### config.mk
export PLATFORM = sky130hd
export DESIGN_NAME = line_follow_pd_drive_top
export DESIGN_NICKNAME = d
export VERILOG_FILES = /design/src/lfpd_pkg.sv /design/src/line_follow_pd_drive_top.sv /design/src/lfpd_regs.sv
export SDC_FILE = /design/constraint.sdc
export NUM_CORES = 2
export LEC_CHECK = 0
export BUFFER_PORTS_ARGS = -buffer_cell sky130_fd_sc_hd__clkbuf_2
export CORE_MARGIN = 3
export CORE_UTILIZATION = 55
export CTS_CLUSTER_DIAMETER = 40
export DETAILED_ROUTE_END_ITERATION = 12
export MAX_ROUTING_LAYER = met4
export PLACE_DENSITY_LB_ADDON = 0.08
export RECOVER_POWER = 50
export SLEW_MARGIN = 20
export SYNTH_ARGS = -nofsm -noshare
export SYNTH_HDL_FRONTEND = slang
export SYNTH_SLANG_ARGS = --single-unit
### constraint.sdc
create_clock -name i_clk -period 10.8 [get_ports i_clk]
set_input_delay 1.62 -clock i_clk [delete_from_list [all_inputs] [get_ports i_clk]]
set_output_delay 1.62 -clock i_clk [all_outputs]
set_load 0.01 [all_outputs]
### src/lfpd_pkg.sv
// Shared types and constants of the line follower PD drive block.
package lfpd_pkg;

    // Field widths
    localparam int CMD_W     = 2;
    localparam int POS_W     = 13;
    localparam int SENSE_W   = 10;
    localparam int SPEED_W   = 10;
    localparam int GAIN_W    = 12;
    localparam int LIMIT_W   = 9;
    localparam int ERR_W     = 13;

    // Sensor fields carried on the input stream
    localparam int SENSOR_FIELDS  = 6;
    localparam int SENSOR_COUNT_D = 6;

    // Stream payload layout
    localparam int S_TDATA_W = 96;
    localparam int S_TUSER_W = CMD_W;
    localparam int M_TDATA_W = 24;
    localparam int M_TUSER_W = 2;

    localparam int POS_LSB    = 0;
    localparam int SENSOR_LSB = POS_LSB + POS_W;
    localparam int LSPD_LSB   = SENSOR_LSB + SENSOR_FIELDS * SENSE_W;
    localparam int RSPD_LSB   = LSPD_LSB + SPEED_W;

    // APB register map
    localparam int APB_AW = 5;
    localparam int APB_DW = 32;

    localparam logic [2:0] REG_KP     = 3'd0;
    localparam logic [2:0] REG_KD     = 3'd1;
    localparam logic [2:0] REG_THRESH = 3'd2;
    localparam logic [2:0] REG_CENTER = 3'd3;
    localparam logic [2:0] REG_LIMIT  = 3'd4;
    localparam logic [2:0] REG_DEADB  = 3'd5;

    // Register reset values
    localparam logic [GAIN_W-1:0]  KP_RST     = 12'd38;
    localparam logic [GAIN_W-1:0]  KD_RST     = 12'd13;
    localparam logic [SENSE_W-1:0] THRESH_RST = 10'd800;
    localparam logic [POS_W-1:0]   CENTER_RST = 13'd2500;
    localparam logic [LIMIT_W-1:0] LIMIT_RST  = 9'd200;
    localparam logic [SENSE_W-1:0] DEADB_RST  = 10'd200;

    // Item kinds
    typedef enum logic [CMD_W-1:0] {
        CMD_SAMPLE  = 2'd0,
        CMD_SET     = 2'd1,
        CMD_RESTORE = 2'd2,
        CMD_NOP     = 2'd3
    } t_cmd;

    // Configuration handed from the register file to the datapath
    typedef struct packed {
        logic [GAIN_W-1:0]  kp_gain;
        logic [GAIN_W-1:0]  kd_gain;
        logic [SENSE_W-1:0] sense_level;
        logic [POS_W-1:0]   center_position;
        logic [LIMIT_W-1:0] speed_limit;
        logic [SENSE_W-1:0] error_deadband;
    } t_cfg;

endpackage

### src/line_follow_pd_drive_top.sv
// Top level of the line follower PD drive block: stream pipeline and drive state.
//
// Usage:
//   Items arrive on the s_axis stream: tuser carries the command (sample, set
//   base speeds, restore previous bases), tdata the line position, six sensor
//   reflectances and the two new base speeds. Each item yields exactly one
//   result on the m_axis stream: left/right drive in tdata, drive_valid and
//   crossing_event in tuser. Gains, threshold, center, limit and deadband are
//   set through the APB port while no item is in flight.
//   Pipeline: each item passes three registers in order (input register,
//   product register, output register) before it is offered on m_axis.
//   Throughput: one item per cycle while the receiver does not stall; the
//   PD state (previous error, bases, crossing flag) is updated in the
//   product stage, so each item sees the state its predecessor left.
//   Reset (synchronous, active low) empties the pipeline, zeroes the drive
//   state and loads the register reset values.
//   When the receiver stalls, the three stages keep filling; s_axis_tready
//   falls only once all of them hold an item.
module line_follow_pd_drive_top #(
    parameter int SENSOR_COUNT = lfpd_pkg::SENSOR_COUNT_D
) (
    input  logic                            i_clk,
    input  logic                            i_rst_n,
    // input stream
    input  logic                            s_axis_tvalid,
    output logic                            s_axis_tready,
    // [12:0] line_pos, [22:13] sensor_0 .. [72:63] sensor_5,
    // [82:73] left_speed, [92:83] right_speed, [95:93] zero
    input  logic [lfpd_pkg::S_TDATA_W-1:0]  s_axis_tdata,
    // [1:0] cmd
    input  logic [lfpd_pkg::S_TUSER_W-1:0]  s_axis_tuser,
    // result stream
    output logic                            m_axis_tvalid,
    input  logic                            m_axis_tready,
    // [9:0] left_drive, [19:10] right_drive, [23:20] zero
    output logic [lfpd_pkg::M_TDATA_W-1:0]  m_axis_tdata,
    // [0] drive_valid, [1] crossing_event
    output logic [lfpd_pkg::M_TUSER_W-1:0]  m_axis_tuser,
    // configuration
    input  logic                            psel,
    input  logic                            penable,
    input  logic                            pwrite,
    input  logic [lfpd_pkg::APB_AW-1:0]     paddr,
    input  logic [lfpd_pkg::APB_DW-1:0]     pwdata,
    output logic [lfpd_pkg::APB_DW-1:0]     prdata,
    output logic                            pready
);
    import lfpd_pkg::*;

    localparam int DIFF_W = ERR_W + 1;
    localparam int KP_W   = GAIN_W + 1 + ERR_W;
    localparam int KD_W   = GAIN_W + 1 + DIFF_W;
    localparam int SUM_W  = KD_W + 1;
    localparam int CORR_W = SUM_W - 8;
    localparam int DRV_W  = CORR_W + 1;

    t_cfg w_cfg;

    lfpd_regs u_regs (
        .i_clk   (i_clk),
        .i_rst_n (i_rst_n),
        .psel    (psel),
        .penable (penable),
        .pwrite  (pwrite),
        .paddr   (paddr),
        .pwdata  (pwdata),
        .prdata  (prdata),
        .pready  (pready),
        .o_cfg   (w_cfg)
    );

    // ---------------- stage handshake ----------------
    logic w_rdy1, w_rdy2, w_rdy3;
    logic r_s1_valid, r_s2_valid, r_o_valid;

    assign w_rdy3        = !r_o_valid || m_axis_tready;
    assign w_rdy2        = !r_s2_valid || w_rdy3;
    assign w_rdy1        = !r_s1_valid || w_rdy2;
    assign s_axis_tready = w_rdy1;

    // ---------------- input stage: error and crossing test ----------------
    logic signed [POS_W:0]   w_raw_err;
    logic signed [ERR_W-1:0] w_err;
    logic                    w_all;

    always_comb begin
        w_raw_err = $signed({1'b0, s_axis_tdata[POS_LSB +: POS_W]})
                  - $signed({1'b0, w_cfg.center_position});
        if (w_raw_err < -(14'sd4096))
            w_err = -(13'sd4096);
        else if (w_raw_err > 14'sd4095)
            w_err = 13'sd4095;
        else
            w_err = w_raw_err[ERR_W-1:0];
        // every enabled sensor must read above the threshold
        w_all = 1'b1;
        for (int i = 0; i < SENSOR_FIELDS; i++) begin
            if (i < SENSOR_COUNT &&
                s_axis_tdata[SENSOR_LSB + SENSE_W*i +: SENSE_W] <= w_cfg.sense_level)
                w_all = 1'b0;
        end
    end

    t_cmd                      r_s1_cmd;
    logic signed [ERR_W-1:0]   r_s1_err;
    logic                      r_s1_all;
    logic signed [SPEED_W-1:0] r_s1_lspd, r_s1_rspd;

    always_ff @(posedge i_clk) begin
        if (!i_rst_n)
            r_s1_valid <= 1'b0;
        else if (w_rdy1)
            r_s1_valid <= s_axis_tvalid;
    end

    always_ff @(posedge i_clk) begin
        if (w_rdy1) begin
            r_s1_cmd  <= t_cmd'(s_axis_tuser);
            r_s1_err  <= w_err;
            r_s1_all  <= w_all;
            r_s1_lspd <= s_axis_tdata[LSPD_LSB +: SPEED_W];
            r_s1_rspd <= s_axis_tdata[RSPD_LSB +: SPEED_W];
        end
    end

    // ---------------- product stage: state update and gains ----------------
    logic signed [ERR_W-1:0]   r_prev_err;
    logic                      r_on_cross;
    logic signed [SPEED_W-1:0] r_lbase, r_rbase, r_plbase, r_prbase;

    logic signed [ERR_W-1:0]   n_prev_err;
    logic                      n_on_cross;
    logic signed [SPEED_W-1:0] n_lbase, n_rbase, n_plbase, n_prbase;
    logic                      w_event;
    logic signed [DIFF_W-1:0]  w_diff;
    logic [DIFF_W-1:0]         w_abs_err;
    logic signed [KP_W-1:0]    w_kp_prod;
    logic signed [KD_W-1:0]    w_kd_prod;
    logic                      w_quiet;
    logic                      w_s2_load;

    assign w_s2_load = r_s1_valid && w_rdy2;

    always_comb begin
        n_prev_err = r_prev_err;
        n_on_cross = r_on_cross;
        n_lbase    = r_lbase;
        n_rbase    = r_rbase;
        n_plbase   = r_plbase;
        n_prbase   = r_prbase;
        w_event    = 1'b0;
        case (r_s1_cmd)
            CMD_SAMPLE: begin
                // first sample on a crossing stops the drive
                if (r_s1_all && !r_on_cross) begin
                    n_plbase = r_lbase;
                    n_prbase = r_rbase;
                    n_lbase  = '0;
                    n_rbase  = '0;
                    w_event  = 1'b1;
                end
                n_on_cross = r_s1_all;
                n_prev_err = r_s1_err;
            end
            CMD_SET: begin
                n_plbase = r_lbase;
                n_prbase = r_rbase;
                n_lbase  = r_s1_lspd;
                n_rbase  = r_s1_rspd;
            end
            CMD_RESTORE: begin
                n_lbase = r_plbase;
                n_rbase = r_prbase;
            end
            default: ;
        endcase

        w_diff    = DIFF_W'(r_s1_err) - DIFF_W'(r_prev_err);
        w_abs_err = r_s1_err[ERR_W-1] ? DIFF_W'(-DIFF_W'(r_s1_err)) : DIFF_W'(r_s1_err);
        w_kp_prod = $signed({1'b0, w_cfg.kp_gain}) * r_s1_err;
        w_kd_prod = $signed({1'b0, w_cfg.kd_gain}) * w_diff;
        // stopped robot inside the deadband stays silent
        w_quiet   = (w_abs_err < DIFF_W'(w_cfg.error_deadband)) &&
                    (n_lbase == '0) && (n_rbase == '0);
    end

    always_ff @(posedge i_clk) begin
        if (!i_rst_n) begin
            r_s2_valid <= 1'b0;
            r_prev_err <= '0;
            r_on_cross <= 1'b0;
            r_lbase    <= '0;
            r_rbase    <= '0;
            r_plbase   <= '0;
            r_prbase   <= '0;
        end else begin
            if (w_rdy2)
                r_s2_valid <= r_s1_valid;
            if (w_s2_load) begin
                r_prev_err <= n_prev_err;
                r_on_cross <= n_on_cross;
                r_lbase    <= n_lbase;
                r_rbase    <= n_rbase;
                r_plbase   <= n_plbase;
                r_prbase   <= n_prbase;
            end
        end
    end

    t_cmd                      r_s2_cmd;
    logic signed [KP_W-1:0]    r_s2_kp;
    logic signed [KD_W-1:0]    r_s2_kd;
    logic signed [SPEED_W-1:0] r_s2_lb, r_s2_rb;
    logic                      r_s2_quiet, r_s2_event;

    always_ff @(posedge i_clk) begin
        if (w_rdy2) begin
            r_s2_cmd   <= r_s1_cmd;
            r_s2_kp    <= w_kp_prod;
            r_s2_kd    <= w_kd_prod;
            r_s2_lb    <= n_lbase;
            r_s2_rb    <= n_rbase;
            r_s2_quiet <= w_quiet;
            r_s2_event <= w_event;
        end
    end

    // ---------------- output stage: correction and clamp ----------------
    logic signed [SUM_W-1:0]   w_sum, w_adj;
    logic signed [CORR_W-1:0]  w_corr;
    logic signed [DRV_W-1:0]   w_lsum, w_rsum, w_lim;
    logic signed [SPEED_W-1:0] n_o_ld, n_o_rd, w_lclamp, w_rclamp;
    logic                      n_o_dv, n_o_ev;

    always_comb begin
        w_sum  = SUM_W'(r_s2_kp) + SUM_W'(r_s2_kd);
        // divide by 256, rounding toward zero
        w_adj  = w_sum + (w_sum[SUM_W-1] ? SUM_W'(255) : SUM_W'(0));
        w_corr = w_adj[SUM_W-1:8];
        w_lsum = DRV_W'(r_s2_lb) + DRV_W'(w_corr);
        w_rsum = DRV_W'(r_s2_rb) - DRV_W'(w_corr);
        w_lim  = $signed({{(DRV_W-LIMIT_W){1'b0}}, w_cfg.speed_limit});

        if (w_lsum > w_lim)
            w_lclamp = w_lim[SPEED_W-1:0];
        else if (w_lsum < -w_lim)
            w_lclamp = SPEED_W'(-w_lim);
        else
            w_lclamp = w_lsum[SPEED_W-1:0];

        if (w_rsum > w_lim)
            w_rclamp = w_lim[SPEED_W-1:0];
        else if (w_rsum < -w_lim)
            w_rclamp = SPEED_W'(-w_lim);
        else
            w_rclamp = w_rsum[SPEED_W-1:0];

        n_o_ld = '0;
        n_o_rd = '0;
        n_o_dv = 1'b0;
        n_o_ev = 1'b0;
        case (r_s2_cmd)
            CMD_SAMPLE: begin
                n_o_ev = r_s2_event;
                n_o_dv = r_s2_event || !r_s2_quiet;
                if (!r_s2_quiet) begin
                    n_o_ld = w_lclamp;
                    n_o_rd = w_rclamp;
                end
            end
            CMD_SET, CMD_RESTORE: begin
                n_o_ld = r_s2_lb;
                n_o_rd = r_s2_rb;
                n_o_dv = 1'b1;
            end
            default: ;
        endcase
    end

    logic signed [SPEED_W-1:0] r_o_ld, r_o_rd;
    logic                      r_o_dv, r_o_ev;

    always_ff @(posedge i_clk) begin
        if (!i_rst_n)
            r_o_valid <= 1'b0;
        else if (w_rdy3)
            r_o_valid <= r_s2_valid;
    end

    always_ff @(posedge i_clk) begin
        if (w_rdy3) begin
            r_o_ld <= n_o_ld;
            r_o_rd <= n_o_rd;
            r_o_dv <= n_o_dv;
            r_o_ev <= n_o_ev;
        end
    end

    assign m_axis_tvalid = r_o_valid;
    assign m_axis_tdata  = {{(M_TDATA_W - 2*SPEED_W){1'b0}}, r_o_rd, r_o_ld};
    assign m_axis_tuser  = {r_o_ev, r_o_dv};

endmodule

### src/lfpd_regs.sv
// APB configuration register file of the line follower PD drive block.
module lfpd_regs (
    input  logic                         i_clk,
    input  logic                         i_rst_n,
    input  logic                         psel,
    input  logic                         penable,
    input  logic                         pwrite,
    input  logic [lfpd_pkg::APB_AW-1:0]  paddr,
    input  logic [lfpd_pkg::APB_DW-1:0]  pwdata,
    output logic [lfpd_pkg::APB_DW-1:0]  prdata,
    output logic                         pready,
    output lfpd_pkg::t_cfg               o_cfg
);
    import lfpd_pkg::*;

    t_cfg       r_cfg;
    logic       w_wr;
    logic [2:0] w_idx;

    assign pready = 1'b1;
    assign w_wr   = psel & penable & pwrite;
    assign w_idx  = paddr[4:2];
    assign o_cfg  = r_cfg;

    // register writes in the access phase
    always_ff @(posedge i_clk) begin
        if (!i_rst_n) begin
            r_cfg.kp_gain         <= KP_RST;
            r_cfg.kd_gain         <= KD_RST;
            r_cfg.sense_level     <= THRESH_RST;
            r_cfg.center_position <= CENTER_RST;
            r_cfg.speed_limit     <= LIMIT_RST;
            r_cfg.error_deadband  <= DEADB_RST;
        end else if (w_wr) begin
            case (w_idx)
                REG_KP:     r_cfg.kp_gain         <= pwdata[GAIN_W-1:0];
                REG_KD:     r_cfg.kd_gain         <= pwdata[GAIN_W-1:0];
                REG_THRESH: r_cfg.sense_level     <= pwdata[SENSE_W-1:0];
                REG_CENTER: r_cfg.center_position <= pwdata[POS_W-1:0];
                REG_LIMIT:  r_cfg.speed_limit     <= pwdata[LIMIT_W-1:0];
                REG_DEADB:  r_cfg.error_deadband  <= pwdata[SENSE_W-1:0];
                default: ;
            endcase
        end
    end

    // read mux
    always_comb begin
        prdata = '0;
        case (w_idx)
            REG_KP:     prdata = {{(APB_DW-GAIN_W){1'b0}}, r_cfg.kp_gain};
            REG_KD:     prdata = {{(APB_DW-GAIN_W){1'b0}}, r_cfg.kd_gain};
            REG_THRESH: prdata = {{(APB_DW-SENSE_W){1'b0}}, r_cfg.sense_level};
            REG_CENTER: prdata = {{(APB_DW-POS_W){1'b0}}, r_cfg.center_position};
            REG_LIMIT:  prdata = {{(APB_DW-LIMIT_W){1'b0}}, r_cfg.speed_limit};
            REG_DEADB:  prdata = {{(APB_DW-SENSE_W){1'b0}}, r_cfg.error_deadband};
            default:    prdata = '0;
        endcase
    end

endmodule

==> Word level (Yosys, flattened, before mapping) <==
Index checks and enable logic that the tools add are counted.
{ "op_classes": {"n_addsub": 8, "mul": 2, "magnitude_cmp": 13, "n_eq_ne": 10, "muxes": 23, "bitwise_logic": 2, "n_reduce_logical": 29} }
{ "ops": {"columns": ["cell", "count"], "rows": [
  ["$mux W10", 10],
  ["$pmux W10 S2", 4],
  ["$pmux W13 S6", 1],
  ["$le A10 B10 Y1", 6],
  ["$pmux W10 S3", 2],
  ["$gt A21 B10 Y1", 2],
  ["$lt A21 B21 Y1", 2],
  ["$add A26 B27 Y28", 1],
  ["$add A28 B9 Y28", 1],
  ["$sub A13 B13 Y14", 2],
  ["$mul A13 B14 Y27", 1],
  ["$mul A13 B13 Y26", 1],
  ["$add A10 B20 Y21", 1],
  ["$neg A9 Y21", 1],
  ["$sub A10 B20 Y21", 1],
  ["$logic_not A10 Y1", 2],
  ["$gt A14 B13 Y1 const B", 1],
  ["$lt A14 B10 Y1", 1],
  ["$lt A14 B13 Y1 const B", 1],
  ["$mux W14", 1],
  ["$neg A13 Y14", 1],
  ["$reduce_and A2 Y1", 7],
  ["$mux W13", 1],
  ["$mux W8", 1],
  ["other kinds (18)", 35]
]} }
{ "word_totals": {"reg_bits": 258} }

==> Logic depth before layout (Yosys ltp) <==
{ "depth": {"depth_word": 9, "mapped_depth": 40, "depth_no_buf": 38} }

==> Hierarchy <==
A second synthesis with hierarchy kept.
{ "hier_totals": {"hier_cells": 3355, "area_unflattened_um2": 30675.7} }
{ "by_module_without_submodules": {"columns": ["mod", "n_inst", "cells_each", "area_each_um2", "seq_area_each_um2"], "rows": [
  ["line_follow_pd_drive_top", 1, 3007, 27460.1, 5195.0],
  ["lfpd_regs", 1, 348, 3215.6, 1321.3]
]} }

==> Worst setup path before layout <==
OpenSTA, ideal clock, no wires.
{ "synth_path": {"kind": "register -> register", "startpoint": "register r_s2_kp[8]", "endpoint": "register r_o_ld[0], data pin", "t_arrival_ps": 8499, "t_required_ps": 10536, "path_slack_ps": 2037, "stages_incl_launch_ff": 37, "n_path_buf": 1, "period_less_slack_ps": 8763, "path_cell_list": "edfxtp_1 -> ha_1 -> clkbuf_1 -> a211oi_1 -> o21bai_1 -> nand4_1 -> a31oi_1 -> o21ai_0 -> nand3b_1 -> o21ai_0 -> ha_1 -> a21o_1 -> a21oi_1 -> o211ai_1 -> a21oi_1 -> or4_1 -> nand3b_4 -> and2_1 -> nand2b_1 -> nand3b_1 -> mux2i_1 -> xnor2_1 -> ha_1 -> nand3_1 -> o2111a_1 -> or3_1 -> xnor2_1 -> ha_1 -> a21o_1 -> a21oi_1 -> or3b_2 -> a2111oi_2 -> or4b_4 -> o41ai_4 -> and2b_1 -> mux2i_1 -> o21ai_1"} }
{ "synth_between": {"elab_chain_cells": 9, "word_cells_on_any_way": 10, "classes_between": "add/sub (3); order compare (2); mux (5)"} }
{ "synth_lines": {"columns": ["item", "line", "rtl"], "rows": [
  ["start: declaration", "line_follow_pd_drive_top.sv:211", "logic signed [KP_W-1:0] r_s2_kp;"],
  ["start signal: assignment", "line_follow_pd_drive_top.sv:219", "r_s2_kp <= w_kp_prod;"],
  ["$add A26 B27 Y28 (*)", "line_follow_pd_drive_top.sv:236", "w_sum = SUM_W'(r_s2_kp) + SUM_W'(r_s2_kd);"],
  ["$mux W8", "line_follow_pd_drive_top.sv:238", "w_adj = w_sum + (w_sum[SUM_W-1] ? SUM_W'(255) : SUM_W'(0));"],
  ["$add A28 B9 Y28 (*)", "line_follow_pd_drive_top.sv:238", null],
  ["$add A10 B20 Y21 (*)", "line_follow_pd_drive_top.sv:240", "w_lsum = DRV_W'(r_s2_lb) + DRV_W'(w_corr);"],
  ["$lt A21 B21 Y1", "line_follow_pd_drive_top.sv:246", "else if (w_lsum < -w_lim)"],
  ["$mux W10", "line_follow_pd_drive_top.sv:246", null],
  ["$mux W10 (*)", "line_follow_pd_drive_top.sv:244", "if (w_lsum > w_lim)"],
  ["$mux W10 (*)", "line_follow_pd_drive_top.sv:266", "if (!r_s2_quiet) begin"],
  ["$pmux W10 S2 (*)", "line_follow_pd_drive_top.sv:262", "case (r_s2_cmd)"],
  ["net n_o_ld[0]", "line_follow_pd_drive_top.sv:232", "logic signed [SPEED_W-1:0] n_o_ld, n_o_rd, w_lclamp, w_rclamp;"],
  ["end signal: assignment", "line_follow_pd_drive_top.sv:292", "r_o_ld <= n_o_ld;"],
  ["end: declaration", "line_follow_pd_drive_top.sv:280", "logic signed [SPEED_W-1:0] r_o_ld, r_o_rd;"]
]} }
Mark *: on every way through the listed nets, which the timed path passes. The rest lies on a longest branch.
A chain may end at the register's enable or synchronous reset.

==> Worst setup path in the final report <==
{ "layout_path": {"startpoint": "register r_s2_kd[12]", "endpoint": "register r_o_ld[7], data pin"} }
{ "layout_between": {"elab_chain_cells": 9, "word_cells_on_any_way": 10, "classes_between": "add/sub (3); order compare (2); mux (5)"} }
{ "layout_lines": {"columns": ["item", "line", "rtl"], "rows": [
  ["start: declaration", "line_follow_pd_drive_top.sv:212", "logic signed [KD_W-1:0] r_s2_kd;"],
  ["start signal: assignment", "line_follow_pd_drive_top.sv:220", "r_s2_kd <= w_kd_prod;"],
  ["$add A26 B27 Y28 (*)", "line_follow_pd_drive_top.sv:236", null],
  ["$mux W8", "line_follow_pd_drive_top.sv:238", null],
  ["$add A28 B9 Y28 (*)", "line_follow_pd_drive_top.sv:238", null],
  ["$add A10 B20 Y21 (*)", "line_follow_pd_drive_top.sv:240", null],
  ["$lt A21 B21 Y1", "line_follow_pd_drive_top.sv:246", null],
  ["$mux W10", "line_follow_pd_drive_top.sv:246", null],
  ["$mux W10 (*)", "line_follow_pd_drive_top.sv:244", null],
  ["$mux W10 (*)", "line_follow_pd_drive_top.sv:266", null],
  ["$pmux W10 S2 (*)", "line_follow_pd_drive_top.sv:262", null],
  ["net n_o_ld[7]", "line_follow_pd_drive_top.sv:232", null]
]} }
Marked as above.

==> results.toml <==
[synth]
ys.flop_type = "edfxtp_1"
synthArstFlopShare_pct = 0
netlist_area_um2 = 30700
ys_ff_latch = 258
syn_inst = 3409
ys_warn_count = 0
yosys-top-cells-count = "inv_1 (467), nand2_1 (445), ha_1 (393)"
synth_top_area_share_pct = 17.8
synth_largest_area_cell = "fa_1"
avgSynthCellArea_um2 = 8.99
synth_area_leaders = "fa_1 (18%), ha_1 (16%), edfxtp_1 (13%)"
yosys.cell_types.count = 98
yosysSeqAreaShare_pct = 21.3
yosysMostFrequentCell = "inv_1"
synth_edf_count = 135

[route]
routed_wl_um = 82000
num_vias = 24500
first_pass_iters = 10
wl_per_cell_um = 19.2
vias_per_cell = 5.74
drt-initial-drc-count = 1497
postRouteAntennaNets = 0
drc = 0

[placed_design]
port-buffer-count = 154
gp_congestion = 0.930
dpl.cell_count = 4201
hpwlAfterDp_um = 65400

[power]
powerDensity_nw_per_um2 = 353
p_leak_nw = 15.8
ir_drop_mv = 0.265

[timing]
post-route-period-util_pct = 94.4
rsz0062_at_grt = "false"
finalHoldViolations = 0
fin_skew_ns = 0.0508
finalMaxSlewViolations = 243
finalSetupViolCount = 0
fin_setup_tns_ns = 0
timing.final.crit_period_ns = 10.20
tightest_slew_ns = 4.73
relSlewSlack_pct = -216
max_freq_mhz = 98.0

[layout]
diodes = 0
nNetsFinal = 4314
nFillCells = 4813
layout.cells.non_filler = 4278
multi_input_area_um2 = 21800
drive_above_1_share_pct = 8.11
ff_latch_area_um2 = 6520
final_core_util_pct = 61.4
synthToLayoutAreaGrowth_pct = 9.03

[critical_path]
crit_top_cell = "ha_1"
crit_buf_inv = 0
crit_slowest_cell = "o41ai_4"
crit_path_end_kind = "flop"
ff2ff_path_depth = 35
critPathMaxStageDelay_ns = 0.60
rrSetupSlack_ns = 0.60
reg2reg_from = "r_s2_kd[12]$_DFFE_PN_"
cp-start-kind = "flop"
critPathTopFamily = "compound AO/OA/AOI/OAI gates"
worst_ep_required_time_ns = 11.11
reg2reg_to = "r_o_ld[7]$_DFFE_PP_"
crit_fanout = 8
arrival_ns = 10.51
critical_path_class = "flop to flop"

[clocking]
cts_resized = 0
insertion_delay_ns = 0.58
ctsRootBufferMaster = "clkbuf_16"
cts_inserted_buffers = 42
cts_tree = "built"
post_cts_buffers = 0
clk_pin_slew_worst_paths_ns = 0.06
cts_hold_buffers = 0
cts_sinks = 258
cts_max_level = 2
cts_buffer_depth = 3

[floorplan]
io_pins = 203
num_rows = 85
dieArea_um2 = 58600
fp.dieH_um = 242
core_um2 = 54500
start_util_pct = 56.3
die_w_um = 242

[global_routing]
grt_pass1_wl_um = 133000
antenna_found_initial = 0
grtUsageTotal_pct = 28.9
grt_pass1_vias = 25800
grt_overflow_total = 0
grt_max_degree = 124

[outcome]
status = "finished, violations left"
failed_checks = "max-capacitance violations, max-slew violations"

[worst_hold_path]
hp-start = "r_on_cross$_SDFFE_PN0P_"
hold_depth = 2
hold_path.class = "flop to flop"
min_to = "r_on_cross$_SDFFE_PN0P_"

[flow_run]
cap_violations = 3
metal layers:
layer  track usage [%]  share of wire [%]  vias up
li1                  -                  -    11600
met5                 -                  0        -
met1              35.4                 42    12100
met3              2.73                4.6      188
met2              49.4                 50      660
met4              11.6                4.0        0
layout by cell type (no fill, tap or decap), types with 19 or more instances in the layout:
master / n
nor2_1: 129
nand3_1: 46
xor2_1: 40
and2_1: 143
o211ai_1: 28
mux2i_1: 40
nor3_1: 40
a21o_1: 55
o211a_1: 20
o21a_1: 41
a21oi_1: 129
nand4_1: 37
nor2b_1: 67
a21boi_0: 77
buf_4: 33
dfxtp_1: 123
clkbuf_16: 42
fa_1: 273
ha_1: 393
nand2_1: 445
a222oi_1: 19
edfxtp_1: 135
xnor2_1: 116
o21ai_0: 86
nand2b_1: 33
clkbuf_1: 29
clkbuf_2: 130
inv_1: 467
conb_1: 24
cells by family after synthesis:
family | after synthesis | synth area share (%)
DFF | 258 | 21.3
and+or+nand+nor | 1034 | 16.4
buffers and inverters | 627 | 8.15
AOI/OAI and AO/OA | 612 | 13.9
muxes | 54 | 1.93
xor gates and xnor gates | 156 | 4.46
adders and majority gates | 666 | 33.9
other | 2 | 0.0245
where the power goes:
part           switching (mW)  internal [mW]
sequential             0.0955           1.34
combinational            5.34           3.63
clock                   0.523          0.865
total                    5.96           5.83
state kept, by name (all words and copies together) (netlist names), 2 cells and up:
register and count:
r_o_ld 10, r_s1_lspd 10, r_lbase 10, r_s2_cmd 2
r_plbase 10, r_s2_kp 26, r_s1_rspd 10, r_s1_err 13
r_s2_kd 27, r_prbase 10, r_prev_err 13, r_s2_rb 10
r_o_rd 10, r_s2_lb 10, r_s1_cmd 2, u_regs.o_cfg 66
r_rbase 10
stage by stage:
stage | hold slack, ns | cell area (um^2) | setup slack [ns] | total power, mW
after floorplan | 0.424 | 30700 | 2.04 | 8.04
after global placement | 0.453 | 32000 | 0.726 | 10.1
after detailed placement | 0.462 | 32000 | 0.648 | 10.4
after CTS | 0.468 | 33500 | 0.642 | 11.8
after global routing | 0.489 | 33400 | 0.00482 | 13.0
final | 0.468 | 33400 | 0.600 | 11.8
how the worst max path moves through the flow:
| stage | slack, ns | from | depth (start not counted) | end |
|---|---|---|---|---|
| floorplan | 2.04 | r_s2_kp[8]$_DFFE_PN_ | 36 | r_o_ld[0]$_DFFE_PP_ |
| global route | 0.005 | r_s2_kd[12]$_DFFE_PN_ | 35 | r_o_ld[7]$_DFFE_PP_ |
| detailed placement | 0.65 | r_s2_kp[9]$_DFFE_PN_ | 35 | r_o_ld[7]$_DFFE_PP_ |
| finish | 0.60 | r_s2_kd[12]$_DFFE_PN_ | 35 | r_o_ld[7]$_DFFE_PP_ |
| global placement | 0.73 | r_s2_kp[9]$_DFFE_PN_ | 35 | r_o_ld[7]$_DFFE_PP_ |
| CTS | 0.64 | r_s2_kd[12]$_DFFE_PN_ | 35 | r_o_ld[7]$_DFFE_PP_ |
area by class of cell:
type	instances	share of cell area, %
timing repair buffer	190	2.99
inverter	468	5.25
tap	739	2.77
sequential	258	19.5
clock inverter	31	1.17
clock buffer	46	3.25
multi-input combinational	2546	65.1
tightest hold or removal path: cells and delay by family, from the launching register on:
| family | cells | cell delay, ns |
|---|---|---|
| AOI/OAI and AO/OA | 1 | 0.06 |
| and+or+nand+nor | 1 | 0.05 |
| DFF | 1 | 0.31 |
(Power assumes the default switching activity.)
